===== config.mk =====
export PLATFORM = sky130hd
export DESIGN_NAME = gps_waypoint_velocity_controller_unit
export DESIGN_NICKNAME = d
export VERILOG_FILES = /design/src/hdl/gwvc_pkg.sv /design/src/hdl/gps_waypoint_velocity_controller_unit.sv /design/src/hdl/gwvc_ctrl.sv /design/src/hdl/gwvc_dp.sv
export SDC_FILE = /design/constraint.sdc
export NUM_CORES = 2
export LEC_CHECK = 0
export BUFFER_PORTS_ARGS = -buffer_cell sky130_fd_sc_hd__buf_2
export CAP_MARGIN = 20
export CORE_MARGIN = 1.5
export CORE_UTILIZATION = 35
export CTS_CLUSTER_DIAMETER = 60
export DETAILED_ROUTE_END_ITERATION = 7
export GPL_TIMING_DRIVEN = 0
export HOLD_SLACK_MARGIN = 0.05
export PLACE_DENSITY = 0.61
export SETUP_SLACK_MARGIN = 0.1
export SLEW_MARGIN = 20
export SYNTH_ARGS = -nofsm -noshare
export SYNTH_HDL_FRONTEND = slang
export SYNTH_SLANG_ARGS = --single-unit
export TNS_END_PERCENT = 5

===== constraint.sdc =====
create_clock -name clk -period 10 [get_ports clk]
set_input_delay 0.5 -clock clk [delete_from_list [all_inputs] [get_ports clk]]
set_output_delay 0.5 -clock clk [all_outputs]
set_load 0.02 [all_outputs]

===== src/hdl/gwvc_pkg.sv =====
// Shared types and constants of the waypoint velocity controller.
package gwvc_pkg;

	localparam int unsigned POS_W   = 32;
	localparam int unsigned VEL_W   = 25;
	localparam int unsigned FLAG_W  = 8;
	localparam int unsigned GAIN_W  = 20;
	localparam int unsigned SPD_W   = 24;
	localparam int unsigned HTOL_W  = 30;
	localparam int unsigned VTOL_W  = 31;
	localparam int unsigned DIFF_W  = 33;
	localparam int unsigned SUM_W   = 65;
	localparam int unsigned ROOT_W  = 33;
	localparam int unsigned PROD_W  = 65;
	localparam int unsigned IDX_W   = 4;
	localparam int unsigned CNT_W   = 6;
	localparam int unsigned IN_DATA_W  = 96;
	localparam int unsigned OUT_DATA_W = 88;

	localparam logic [IDX_W-1:0] REG_TARGET_LAT    = 4'd0;
	localparam logic [IDX_W-1:0] REG_TARGET_LON    = 4'd1;
	localparam logic [IDX_W-1:0] REG_TARGET_HEIGHT = 4'd2;
	localparam logic [IDX_W-1:0] REG_COMMAND_FLAG  = 4'd3;
	localparam logic [IDX_W-1:0] REG_GAIN          = 4'd4;
	localparam logic [IDX_W-1:0] REG_SPEED_LIMIT   = 4'd5;
	localparam logic [IDX_W-1:0] REG_HORIZ_TOL     = 4'd6;
	localparam logic [IDX_W-1:0] REG_VERT_TOL      = 4'd7;

	localparam logic [GAIN_W-1:0] GAIN_RST  = 20'd750000;
	localparam logic [SPD_W-1:0]  SPD_RST   = 24'd65536;
	localparam logic [HTOL_W-1:0] HTOL_RST  = 30'd268;
	localparam logic [VTOL_W-1:0] VTOL_RST  = 31'd32768;

	localparam logic [CNT_W-1:0] SQRT_LAST = 6'd32;
	localparam logic [CNT_W-1:0] DIV_LAST  = 6'd23;

	localparam logic [2:0] MUL_AN_AN  = 3'd0;
	localparam logic [2:0] MUL_AE_AE  = 3'd1;
	localparam logic [2:0] MUL_GAIN_D = 3'd2;
	localparam logic [2:0] MUL_SPD_AN = 3'd3;
	localparam logic [2:0] MUL_SPD_AE = 3'd4;

	typedef struct packed {
		logic       cap;
		logic       mag;
		logic       mul_en;
		logic [2:0] mul_sel;
		logic       sum_ld;
		logic       sqrt_step;
		logic       sat;
		logic       div_ld;
		logic       div_step;
		logic       sgn_n;
		logic       sgn_e;
		logic       out_ld;
	} cmd_t;

	typedef struct packed {
		logic done_hit;
	} stat_t;

endpackage


===== src/hdl/gps_waypoint_velocity_controller_unit.sv =====
// Top level of the waypoint velocity controller.
// A beat passes magnitude, squares, root, gain, saturation and per-axis divisions;
// its command loads once the output register is free. New beats are taken only when
// idle, after the 33-step square root and the two 24-step divisions on the shared
// iterative datapath. A beat arriving disarmed without start is taken but yields no command.
// Reset (arst_n low) disarms, clears the sequencer and loads register defaults.
module gps_waypoint_velocity_controller_unit (
	input  logic                      clk,
	input  logic                      arst_n,
	input  logic                      cfg_valid,
	output logic                      cfg_ready,
	input  logic [gwvc_pkg::IDX_W-1:0] cfg_index,
	input  logic [31:0]               cfg_data,
	input  logic                      s_axis_tvalid,
	output logic                      s_axis_tready,
	input  logic [95:0]               s_axis_tdata,  // cur_lat, cur_lon, cur_alt
	input  logic                      s_axis_tuser,  // start_req
	output logic                      m_axis_tvalid,
	input  logic                      m_axis_tready,
	output logic [87:0]               m_axis_tdata,  // vel_north, vel_east, height_cmd, pad
	output logic [7:0]                m_axis_tuser,  // flag_out
	output logic                      m_axis_tlast   // done_res
);
	import gwvc_pkg::*;

	cmd_t  cmd;
	stat_t stat;

	assign cfg_ready = 1'b1;

	gwvc_ctrl u_ctrl (
		.clk       (clk),
		.arst_n    (arst_n),
		.in_valid  (s_axis_tvalid),
		.start_req (s_axis_tuser),
		.in_ready  (s_axis_tready),
		.out_ready (m_axis_tready),
		.out_valid (m_axis_tvalid),
		.stat      (stat),
		.cmd       (cmd)
	);

	gwvc_dp u_dp (
		.clk       (clk),
		.arst_n    (arst_n),
		.cfg_we    (cfg_valid),
		.cfg_index (cfg_index),
		.cfg_data  (cfg_data),
		.in_data   (s_axis_tdata),
		.cmd       (cmd),
		.stat      (stat),
		.out_data  (m_axis_tdata),
		.out_flag  (m_axis_tuser),
		.out_done  (m_axis_tlast)
	);

	a_no_overwrite: assert property (@(posedge clk) disable iff (!arst_n)
		cmd.out_ld |-> !(m_axis_tvalid && !m_axis_tready))
		else $error("pending result overwritten");

	a_load_shows: assert property (@(posedge clk) disable iff (!arst_n)
		cmd.out_ld |=> m_axis_tvalid)
		else $error("loaded result not presented");

	a_idle_quiet: assert property (@(posedge clk) disable iff (!arst_n)
		s_axis_tready |-> !(cmd.sqrt_step || cmd.div_step || cmd.mul_en))
		else $error("datapath busy while accepting");

endmodule


===== src/hdl/gwvc_ctrl.sv =====
// Sequencer of the waypoint velocity controller.
module gwvc_ctrl (
	input  logic            clk,
	input  logic            arst_n,
	input  logic            in_valid,
	input  logic            start_req,
	output logic            in_ready,
	input  logic            out_ready,
	output logic            out_valid,
	input  gwvc_pkg::stat_t stat,
	output gwvc_pkg::cmd_t  cmd
);
	import gwvc_pkg::*;

	localparam logic [4:0] S_IDLE = 5'd0;
	localparam logic [4:0] S_MAG  = 5'd1;
	localparam logic [4:0] S_SQN  = 5'd2;
	localparam logic [4:0] S_SQE  = 5'd3;
	localparam logic [4:0] S_SUM  = 5'd4;
	localparam logic [4:0] S_SQRT = 5'd5;
	localparam logic [4:0] S_GAIN = 5'd6;
	localparam logic [4:0] S_SAT  = 5'd7;
	localparam logic [4:0] S_MULN = 5'd8;
	localparam logic [4:0] S_DLN  = 5'd9;
	localparam logic [4:0] S_DIVN = 5'd10;
	localparam logic [4:0] S_SGNN = 5'd11;
	localparam logic [4:0] S_MULE = 5'd12;
	localparam logic [4:0] S_DLE  = 5'd13;
	localparam logic [4:0] S_DIVE = 5'd14;
	localparam logic [4:0] S_SGNE = 5'd15;
	localparam logic [4:0] S_FIN  = 5'd16;

	logic [4:0]       state_q, state_d;
	logic [CNT_W-1:0] cnt_q, cnt_d;
	logic             active_q, active_d;
	logic             ovalid_q, ovalid_d;
	logic             acc;

	assign in_ready  = (state_q == S_IDLE);
	assign out_valid = ovalid_q;
	assign acc       = in_valid && in_ready;

	always_comb begin
		state_d  = state_q;
		cnt_d    = cnt_q;
		active_d = active_q;
		ovalid_d = ovalid_q && !out_ready;
		cmd      = '0;
		cmd.cap  = acc;
		case (state_q)
			S_IDLE: begin
				if (acc) begin
					if (start_req) active_d = 1'b1;
					if (start_req || active_q) state_d = S_MAG;
				end
			end
			S_MAG: begin
				cmd.mag = 1'b1;
				state_d = S_SQN;
			end
			S_SQN: begin
				cmd.mul_en  = 1'b1;
				cmd.mul_sel = MUL_AN_AN;
				state_d     = S_SQE;
			end
			S_SQE: begin
				cmd.mul_en  = 1'b1;
				cmd.mul_sel = MUL_AE_AE;
				state_d     = S_SUM;
			end
			S_SUM: begin
				cmd.sum_ld = 1'b1;
				cnt_d      = SQRT_LAST;
				state_d    = S_SQRT;
			end
			S_SQRT: begin
				cmd.sqrt_step = 1'b1;
				cnt_d         = cnt_q - 1'b1;
				if (cnt_q == '0) state_d = S_GAIN;
			end
			S_GAIN: begin
				cmd.mul_en  = 1'b1;
				cmd.mul_sel = MUL_GAIN_D;
				state_d     = S_SAT;
			end
			S_SAT: begin
				cmd.sat = 1'b1;
				state_d = S_MULN;
			end
			S_MULN: begin
				cmd.mul_en  = 1'b1;
				cmd.mul_sel = MUL_SPD_AN;
				state_d     = S_DLN;
			end
			S_DLN: begin
				cmd.div_ld = 1'b1;
				cnt_d      = DIV_LAST;
				state_d    = S_DIVN;
			end
			S_DIVN: begin
				cmd.div_step = 1'b1;
				cnt_d        = cnt_q - 1'b1;
				if (cnt_q == '0) state_d = S_SGNN;
			end
			S_SGNN: begin
				cmd.sgn_n = 1'b1;
				state_d   = S_MULE;
			end
			S_MULE: begin
				cmd.mul_en  = 1'b1;
				cmd.mul_sel = MUL_SPD_AE;
				state_d     = S_DLE;
			end
			S_DLE: begin
				cmd.div_ld = 1'b1;
				cnt_d      = DIV_LAST;
				state_d    = S_DIVE;
			end
			S_DIVE: begin
				cmd.div_step = 1'b1;
				cnt_d        = cnt_q - 1'b1;
				if (cnt_q == '0) state_d = S_SGNE;
			end
			S_SGNE: begin
				cmd.sgn_e = 1'b1;
				state_d   = S_FIN;
			end
			S_FIN: begin
				if (!ovalid_q || out_ready) begin
					cmd.out_ld = 1'b1;
					ovalid_d   = 1'b1;
					if (stat.done_hit) active_d = 1'b0;
					state_d = S_IDLE;
				end
			end
			default: state_d = S_IDLE;
		endcase
	end

	always_ff @(posedge clk or negedge arst_n) begin
		if (!arst_n) begin
			state_q  <= S_IDLE;
			cnt_q    <= '0;
			active_q <= 1'b0;
			ovalid_q <= 1'b0;
		end else begin
			state_q  <= state_d;
			cnt_q    <= cnt_d;
			active_q <= active_d;
			ovalid_q <= ovalid_d;
		end
	end

endmodule


===== src/hdl/gwvc_dp.sv =====
// Datapath: configuration, shared multiplier, square root and divider.
module gwvc_dp (
	input  logic                               clk,
	input  logic                               arst_n,
	input  logic                               cfg_we,
	input  logic [gwvc_pkg::IDX_W-1:0]         cfg_index,
	input  logic [31:0]                        cfg_data,
	input  logic [gwvc_pkg::IN_DATA_W-1:0]     in_data,
	input  gwvc_pkg::cmd_t                     cmd,
	output gwvc_pkg::stat_t                    stat,
	output logic [gwvc_pkg::OUT_DATA_W-1:0]    out_data,
	output logic [gwvc_pkg::FLAG_W-1:0]        out_flag,
	output logic                               out_done
);
	import gwvc_pkg::*;

	logic signed [POS_W-1:0] tlat_q, tlon_q, thgt_q;
	logic [FLAG_W-1:0]       flag_q;
	logic [GAIN_W-1:0]       gain_q;
	logic [SPD_W-1:0]        limit_q;
	logic [HTOL_W-1:0]       htol_q;
	logic [VTOL_W-1:0]       vtol_q;

	logic signed [DIFF_W-1:0] dn_q, de_q, dh_q;
	logic [POS_W-1:0]         an_q, ae_q;
	logic [DIFF_W-1:0]        hmag_q;
	logic                     nneg_q, eneg_q;
	logic [PROD_W-1:0]        prod_q, sq_q;
	logic [ROOT_W-1:0]        mul_a;
	logic [POS_W-1:0]         mul_b;
	logic [SUM_W:0]           sqsh_q;
	logic [35:0]              srem_q, srem_n, strial;
	logic [ROOT_W-1:0]        root_q;
	logic [ROOT_W-1:0]        drem_q;
	logic [ROOT_W:0]          drem_n;
	logic [SPD_W-1:0]         dlo_q, quo_q;
	logic [SPD_W-1:0]         speed_q;
	logic [39:0]              sraw;
	logic [VEL_W-1:0]         vn_q, ve_q, vsgn;
	logic                     hit;

	always_ff @(posedge clk or negedge arst_n) begin
		if (!arst_n) begin
			tlat_q  <= '0;
			tlon_q  <= '0;
			thgt_q  <= '0;
			flag_q  <= '0;
			gain_q  <= GAIN_RST;
			limit_q <= SPD_RST;
			htol_q  <= HTOL_RST;
			vtol_q  <= VTOL_RST;
		end else if (cfg_we) begin
			case (cfg_index)
				REG_TARGET_LAT:    tlat_q  <= cfg_data;
				REG_TARGET_LON:    tlon_q  <= cfg_data;
				REG_TARGET_HEIGHT: thgt_q  <= cfg_data;
				REG_COMMAND_FLAG:  flag_q  <= cfg_data[FLAG_W-1:0];
				REG_GAIN:          gain_q  <= cfg_data[GAIN_W-1:0];
				REG_SPEED_LIMIT:   limit_q <= cfg_data[SPD_W-1:0];
				REG_HORIZ_TOL:     htol_q  <= cfg_data[HTOL_W-1:0];
				REG_VERT_TOL:      vtol_q  <= cfg_data[VTOL_W-1:0];
				default: ;
			endcase
		end
	end

	always_comb begin
		case (cmd.mul_sel)
			MUL_AN_AN:  begin mul_a = {1'b0, an_q}; mul_b = an_q; end
			MUL_AE_AE:  begin mul_a = {1'b0, ae_q}; mul_b = ae_q; end
			MUL_GAIN_D: begin mul_a = root_q; mul_b = {12'd0, gain_q}; end
			MUL_SPD_AN: begin mul_a = {9'd0, speed_q}; mul_b = an_q; end
			MUL_SPD_AE: begin mul_a = {9'd0, speed_q}; mul_b = ae_q; end
			default:    begin mul_a = '0; mul_b = '0; end
		endcase
	end

	assign srem_n = {srem_q[33:0], sqsh_q[SUM_W:SUM_W-1]};
	assign strial = {1'b0, root_q, 2'b01};
	assign drem_n = {drem_q, dlo_q[SPD_W-1]};
	assign sraw   = prod_q[52:13];
	assign vsgn   = {1'b0, quo_q};
	assign hit    = ({3'd0, root_q} <= {6'd0, htol_q}) && (hmag_q <= {2'd0, vtol_q});
	assign stat.done_hit = hit;

	always_ff @(posedge clk) begin
		if (cmd.cap) begin
			dn_q <= {tlat_q[POS_W-1], tlat_q} - {in_data[31], in_data[31:0]};
			de_q <= {tlon_q[POS_W-1], tlon_q} - {in_data[63], in_data[63:32]};
			dh_q <= {thgt_q[POS_W-1], thgt_q} - {in_data[95], in_data[95:64]};
		end
		if (cmd.mag) begin
			nneg_q <= dn_q[DIFF_W-1];
			eneg_q <= de_q[DIFF_W-1];
			an_q   <= dn_q[DIFF_W-1] ? POS_W'(-dn_q) : dn_q[POS_W-1:0];
			ae_q   <= de_q[DIFF_W-1] ? POS_W'(-de_q) : de_q[POS_W-1:0];
			hmag_q <= dh_q[DIFF_W-1] ? DIFF_W'(-dh_q) : DIFF_W'(dh_q);
		end
		if (cmd.mul_en) begin
			prod_q <= PROD_W'(mul_a * mul_b);
			sq_q   <= prod_q;
		end
		if (cmd.sum_ld) begin
			sqsh_q <= {1'b0, prod_q + sq_q};
			srem_q <= '0;
			root_q <= '0;
		end
		if (cmd.sqrt_step) begin
			sqsh_q <= {sqsh_q[SUM_W-2:0], 2'b00};
			if (srem_n >= strial) begin
				srem_q <= srem_n - strial;
				root_q <= {root_q[ROOT_W-2:0], 1'b1};
			end else begin
				srem_q <= srem_n;
				root_q <= {root_q[ROOT_W-2:0], 1'b0};
			end
		end
		if (cmd.sat) speed_q <= (sraw > {16'd0, limit_q}) ? limit_q : sraw[SPD_W-1:0];
		if (cmd.div_ld) begin
			drem_q <= {1'b0, prod_q[55:24]};
			dlo_q  <= prod_q[SPD_W-1:0];
			quo_q  <= '0;
		end
		if (cmd.div_step) begin
			dlo_q <= {dlo_q[SPD_W-2:0], 1'b0};
			if (drem_n >= {1'b0, root_q}) begin
				drem_q <= ROOT_W'(drem_n - {1'b0, root_q});
				quo_q  <= {quo_q[SPD_W-2:0], 1'b1};
			end else begin
				drem_q <= drem_n[ROOT_W-1:0];
				quo_q  <= {quo_q[SPD_W-2:0], 1'b0};
			end
		end
		if (cmd.sgn_n) vn_q <= (root_q == '0) ? '0 : (nneg_q ? -vsgn : vsgn);
		if (cmd.sgn_e) ve_q <= (root_q == '0) ? '0 : (eneg_q ? -vsgn : vsgn);
		if (cmd.out_ld) begin
			out_data <= {6'd0, thgt_q, ve_q, vn_q};
			out_flag <= flag_q;
			out_done <= hit;
		end
	end

endmodule


==> results.sh <==
export IMPL_post_synth_top_area_cell="sky130_fd_sc_hd__edfxtp_1"
export IMPL_whs_endpoint="u_dp.vtol_q[28]"
export IMPL_crit_buf_inv=8
export IMPL_placement_setup_worst_slack_ns=-2.51
export IMPL_min_period_ns=9.87
export IMPL_synth_edff_count=704
export IMPL_post_route_worst_setup_slack_ns=0.131
export IMPL_drt_iter0_markers=5641
export IMPL_buffer_ports_inserted=230
export IMPL_floorplan_die_area_mm2=0.241
export IMPL_dp_hpwl_um=246000
export IMPL_dominantRegCellSynth="sky130_fd_sc_hd__edfxtp_1"
export IMPL_numCtsBuffers=109
export IMPL_cpLargestDelayFamily="adder cells"
export IMPL_outcome="complete, no violations"
export IMPL_routed_wirelength_um=303000
export IMPL_reg2reg_setup_slack_ns=0.13
export IMPL_routed_via_count=65100
export IMPL_remaining_drc_errors=0
export IMPL_crit_reg2reg_launch="u_ctrl.state_q[3]"
export IMPL_routed_wire_length_per_instance_um=25.0
export IMPL_die_width_um=491
export IMPL_worstSetupPathDepth=31
export IMPL_worstPathMaxFanout=10
export IMPL_grt_setup_unrepaired="yes"
export IMPL_timing_setup_critical_path_class="reg2reg"
export IMPL_fraction_of_layout_instances_using_a_drive_strength_above_1=0.121
export IMPL_via_per_inst=5.38
export IMPL_htreeDepth=3
export IMPL_grt_first_pass_wirelength_um=441000
export IMPL_netlist_area_mm2=0.0834
export IMPL_post_synth_cell_area_avg_um2=9.98
export IMPL_maxCapViolations=0
export IMPL_tightest_slew_ns=1.18
export IMPL_timing_fmax_mhz=101
export IMPL_clock_root_buffer="sky130_fd_sc_hd__clkbuf_16"
export IMPL_pin_count=238
export IMPL_slowest_stage="sky130_fd_sc_hd__fa_1"
export IMPL_final_common_cell="sky130_fd_sc_hd__inv_1"
export IMPL_floorplan_die_height_um=491
export IMPL_ys_warn_count=0
export IMPL_areaGrowthSynthToFinish_pct=14.7
export IMPL_timing_slew_headroom=0.208
export IMPL_routabilityCongestion=1.03
export IMPL_worst_setup_path_start_kind="flop"
export IMPL_drt_first_pass_iters=8
export IMPL_synth_top_cell_area_share=0.254
export IMPL_core_rowCount=179
export IMPL_hold_slack_ns=0.158
export IMPL_final_antenna_net_count=0
export IMPL_tritoncts_clock_tree="built"
export IMPL_critical_path_max_stage_delay_ns=0.59
export IMPL_fillerInstances=23500
export IMPL_layout_nets=10500
export IMPL_clk_latency_ns=0.75
export IMPL_min_period_over_period=0.987
export IMPL_worstHoldPathType="in2reg"
export IMPL_finish_utilization=0.403
export IMPL_hold_path_cell_count=3
export IMPL_grt_start_max_net_pins=80
export IMPL_initial_core_util=0.351
export IMPL_clk_pin_slew_worst_paths_ns=0.06
export IMPL_seqCellArea_mm2=0.0268
export IMPL_final_hold_violation_count=0
export IMPL_final_max_slew_viol_count=0
export IMPL_placed_cells=11800
export IMPL_yosys_register_bits=929
export IMPL_cts_max_path_buffers=3
export IMPL_timing_clock_skew_ns=0.0774
export IMPL_overflow=0
export IMPL_clock_sinks=929
export IMPL_critical_path_reg2reg_endpoint="u_dp.prod_q[59]"
export IMPL_min_from="cfg_data[28]"
export IMPL_antenna_violations_before_repair=38
export IMPL_synthDistinctLibCells=83
export IMPL_report_final_setup_viol=0
export IMPL_critPathRequiredTime_ns=10.47
export IMPL_final_cell_mix="1213 x sky130_fd_sc_hd__inv_1, 1014 x sky130_fd_sc_hd__nand2_1, 930 x sky130_fd_sc_hd__fa_1"
export IMPL_ys_seq_area_frac=0.321
export IMPL_worst_setup_path_end_kind="flop"
export IMPL_core_mm2=0.237
export IMPL_synth_async_reset_ratio=0.239
export IMPL_grt_pass1_vias=66200
export IMPL_grt_usage=0.248
export IMPL_path_common_cell="sky130_fd_sc_hd__fa_1"
export IMPL_ys_top_cells_by_area="sky130_fd_sc_hd__edfxtp_1 25%, sky130_fd_sc_hd__fa_1 22%, sky130_fd_sc_hd__ha_1 8.7%"
export IMPL_count_of_placed_standard_cells_in_the_final_layout_fillers_left_out=12100
export IMPL_multiInputGateArea_mm2=0.0522
export IMPL_worst_r2r_path_depth=31
export IMPL_cp_arrival_ns=10.33
export IMPL_post_synth_inst_count=8360
[registers in the layout (all words and copies together), names as in the netlist, 30 cells and up]
register and cells:
u_dp.hmag_q 33, u_dp.dh_q 33, u_dp.de_q 33, u_dp.drem_q 33, u_dp.tlat_q 32, u_dp.sq_q 65
u_dp.vtol_q 31, u_dp.thgt_q 32, u_dp.an_q 32, u_dp.tlon_q 32, u_dp.dn_q 33, u_dp.srem_q 34
u_dp.prod_q 65, u_dp.htol_q 30, u_dp.out_data 82, u_dp.sqsh_q 66, u_dp.ae_q 32, u_dp.root_q 33
[worst max path at each step]
stage                            startpoint         endpoint  slack [ns]
after floorplan           u_ctrl.state_q[1]  u_dp.prod_q[62]        0.46
after detailed placement  u_ctrl.state_q[4]  u_dp.prod_q[61]       -2.51
after global routing      u_ctrl.state_q[3]  u_dp.prod_q[61]       -0.02
after global placement    u_ctrl.state_q[4]  u_dp.prod_q[61]       -3.95
after CTS                 u_ctrl.state_q[0]  u_dp.prod_q[56]        0.05
final                     u_ctrl.state_q[3]  u_dp.prod_q[59]        0.13
[layout make-up]
| type | instances | area share |
|---|---|---|
| diodes | 12 | 0.000314 |
| plain buffers | 327 | 0.0201 |
| clock buffers | 134 | 0.0297 |
| clock inverters | 70 | 0.00692 |
| inverters | 1213 | 0.0476 |
| multi-input cells | 5895 | 0.546 |
| flip-flops and latches | 929 | 0.280 |
| well taps | 3167 | 0.0414 |
| repair buffers | 359 | 0.0281 |
[stage by stage]
stage          cell area, um2  TNS (ns)
6_report                95700         0
4_1_cts                 95000         0
3_5_place_dp            90300    -62.07
3_3_place_gp            88600   -142.36
2_1_floorplan           83500         0
5_1_grt                 95600   -0.0580
[synthesized netlist by cell type (all sizes together) (19+ instances only)]
master / instances
a211oi: 27
a221oi: 49
a31oi: 29
and3: 31
nand2: 1021
or4: 25
nand2b: 56
nand3: 67
edfxtp: 704
o21ai: 429
ha: 583
a22o: 33
o21bai: 47
inv: 1213
o31ai: 43
o21a: 40
nor2b: 54
buf: 26
or3: 33
a21oi: 329
clkbuf: 314
mux2i: 49
xor2: 143
nor4: 32
fa: 931
a21o: 183
mux2: 151
nor2: 792
a221o: 45
dfrtp: 207
o211ai: 20
xnor2: 251
and2: 68
nand4: 67
nor3: 68
a21boi: 19
[per-layer routing]
layer	vias to the layer above	wire (um)	track usage
met3	697	25800	0.0534
met5	-	154	0
met1	32900	121000	0.316
li1	28700	-	-
met2	2813	138000	0.397
met4	22	18100	0.125
[worst min-delay path, cell delays in order]
cell                      delay (ns)
sky130_fd_sc_hd__buf_2          0.19
sky130_fd_sc_hd__nand2_1        0.08
sky130_fd_sc_hd__o21ai_0        0.07
[cell families (layout without fill, tap and decap cells)]
kind of cell / count (synthesis) / after routing / synth area share
compound gates: 1406 / 1406 / 0.108
xor+xnor: 394 / 394 / 0.0414
fa+ha+maj: 1514 / 1514 / 0.311
buf+inv: 1553 / 2103 / 0.0703
flops: 929 / 929 / 0.321
mux: 200 / 200 / 0.0263
other cells: 2 / 31 / 0.0000901
simple gates: 2362 / 2362 / 0.122
[timing repair]
action	in CTS	in global routing
endpoints found under the hold margin	69	0
hold buffers	2	0
pin swaps	17	17
setup buffers	28	27
gates resized for setup	393	207
setup endpoints to repair	48	23
Power is left out: the tool's default activity adds up to more than one toggle a clock period on the data nets, which glitch-free logic cannot reach.
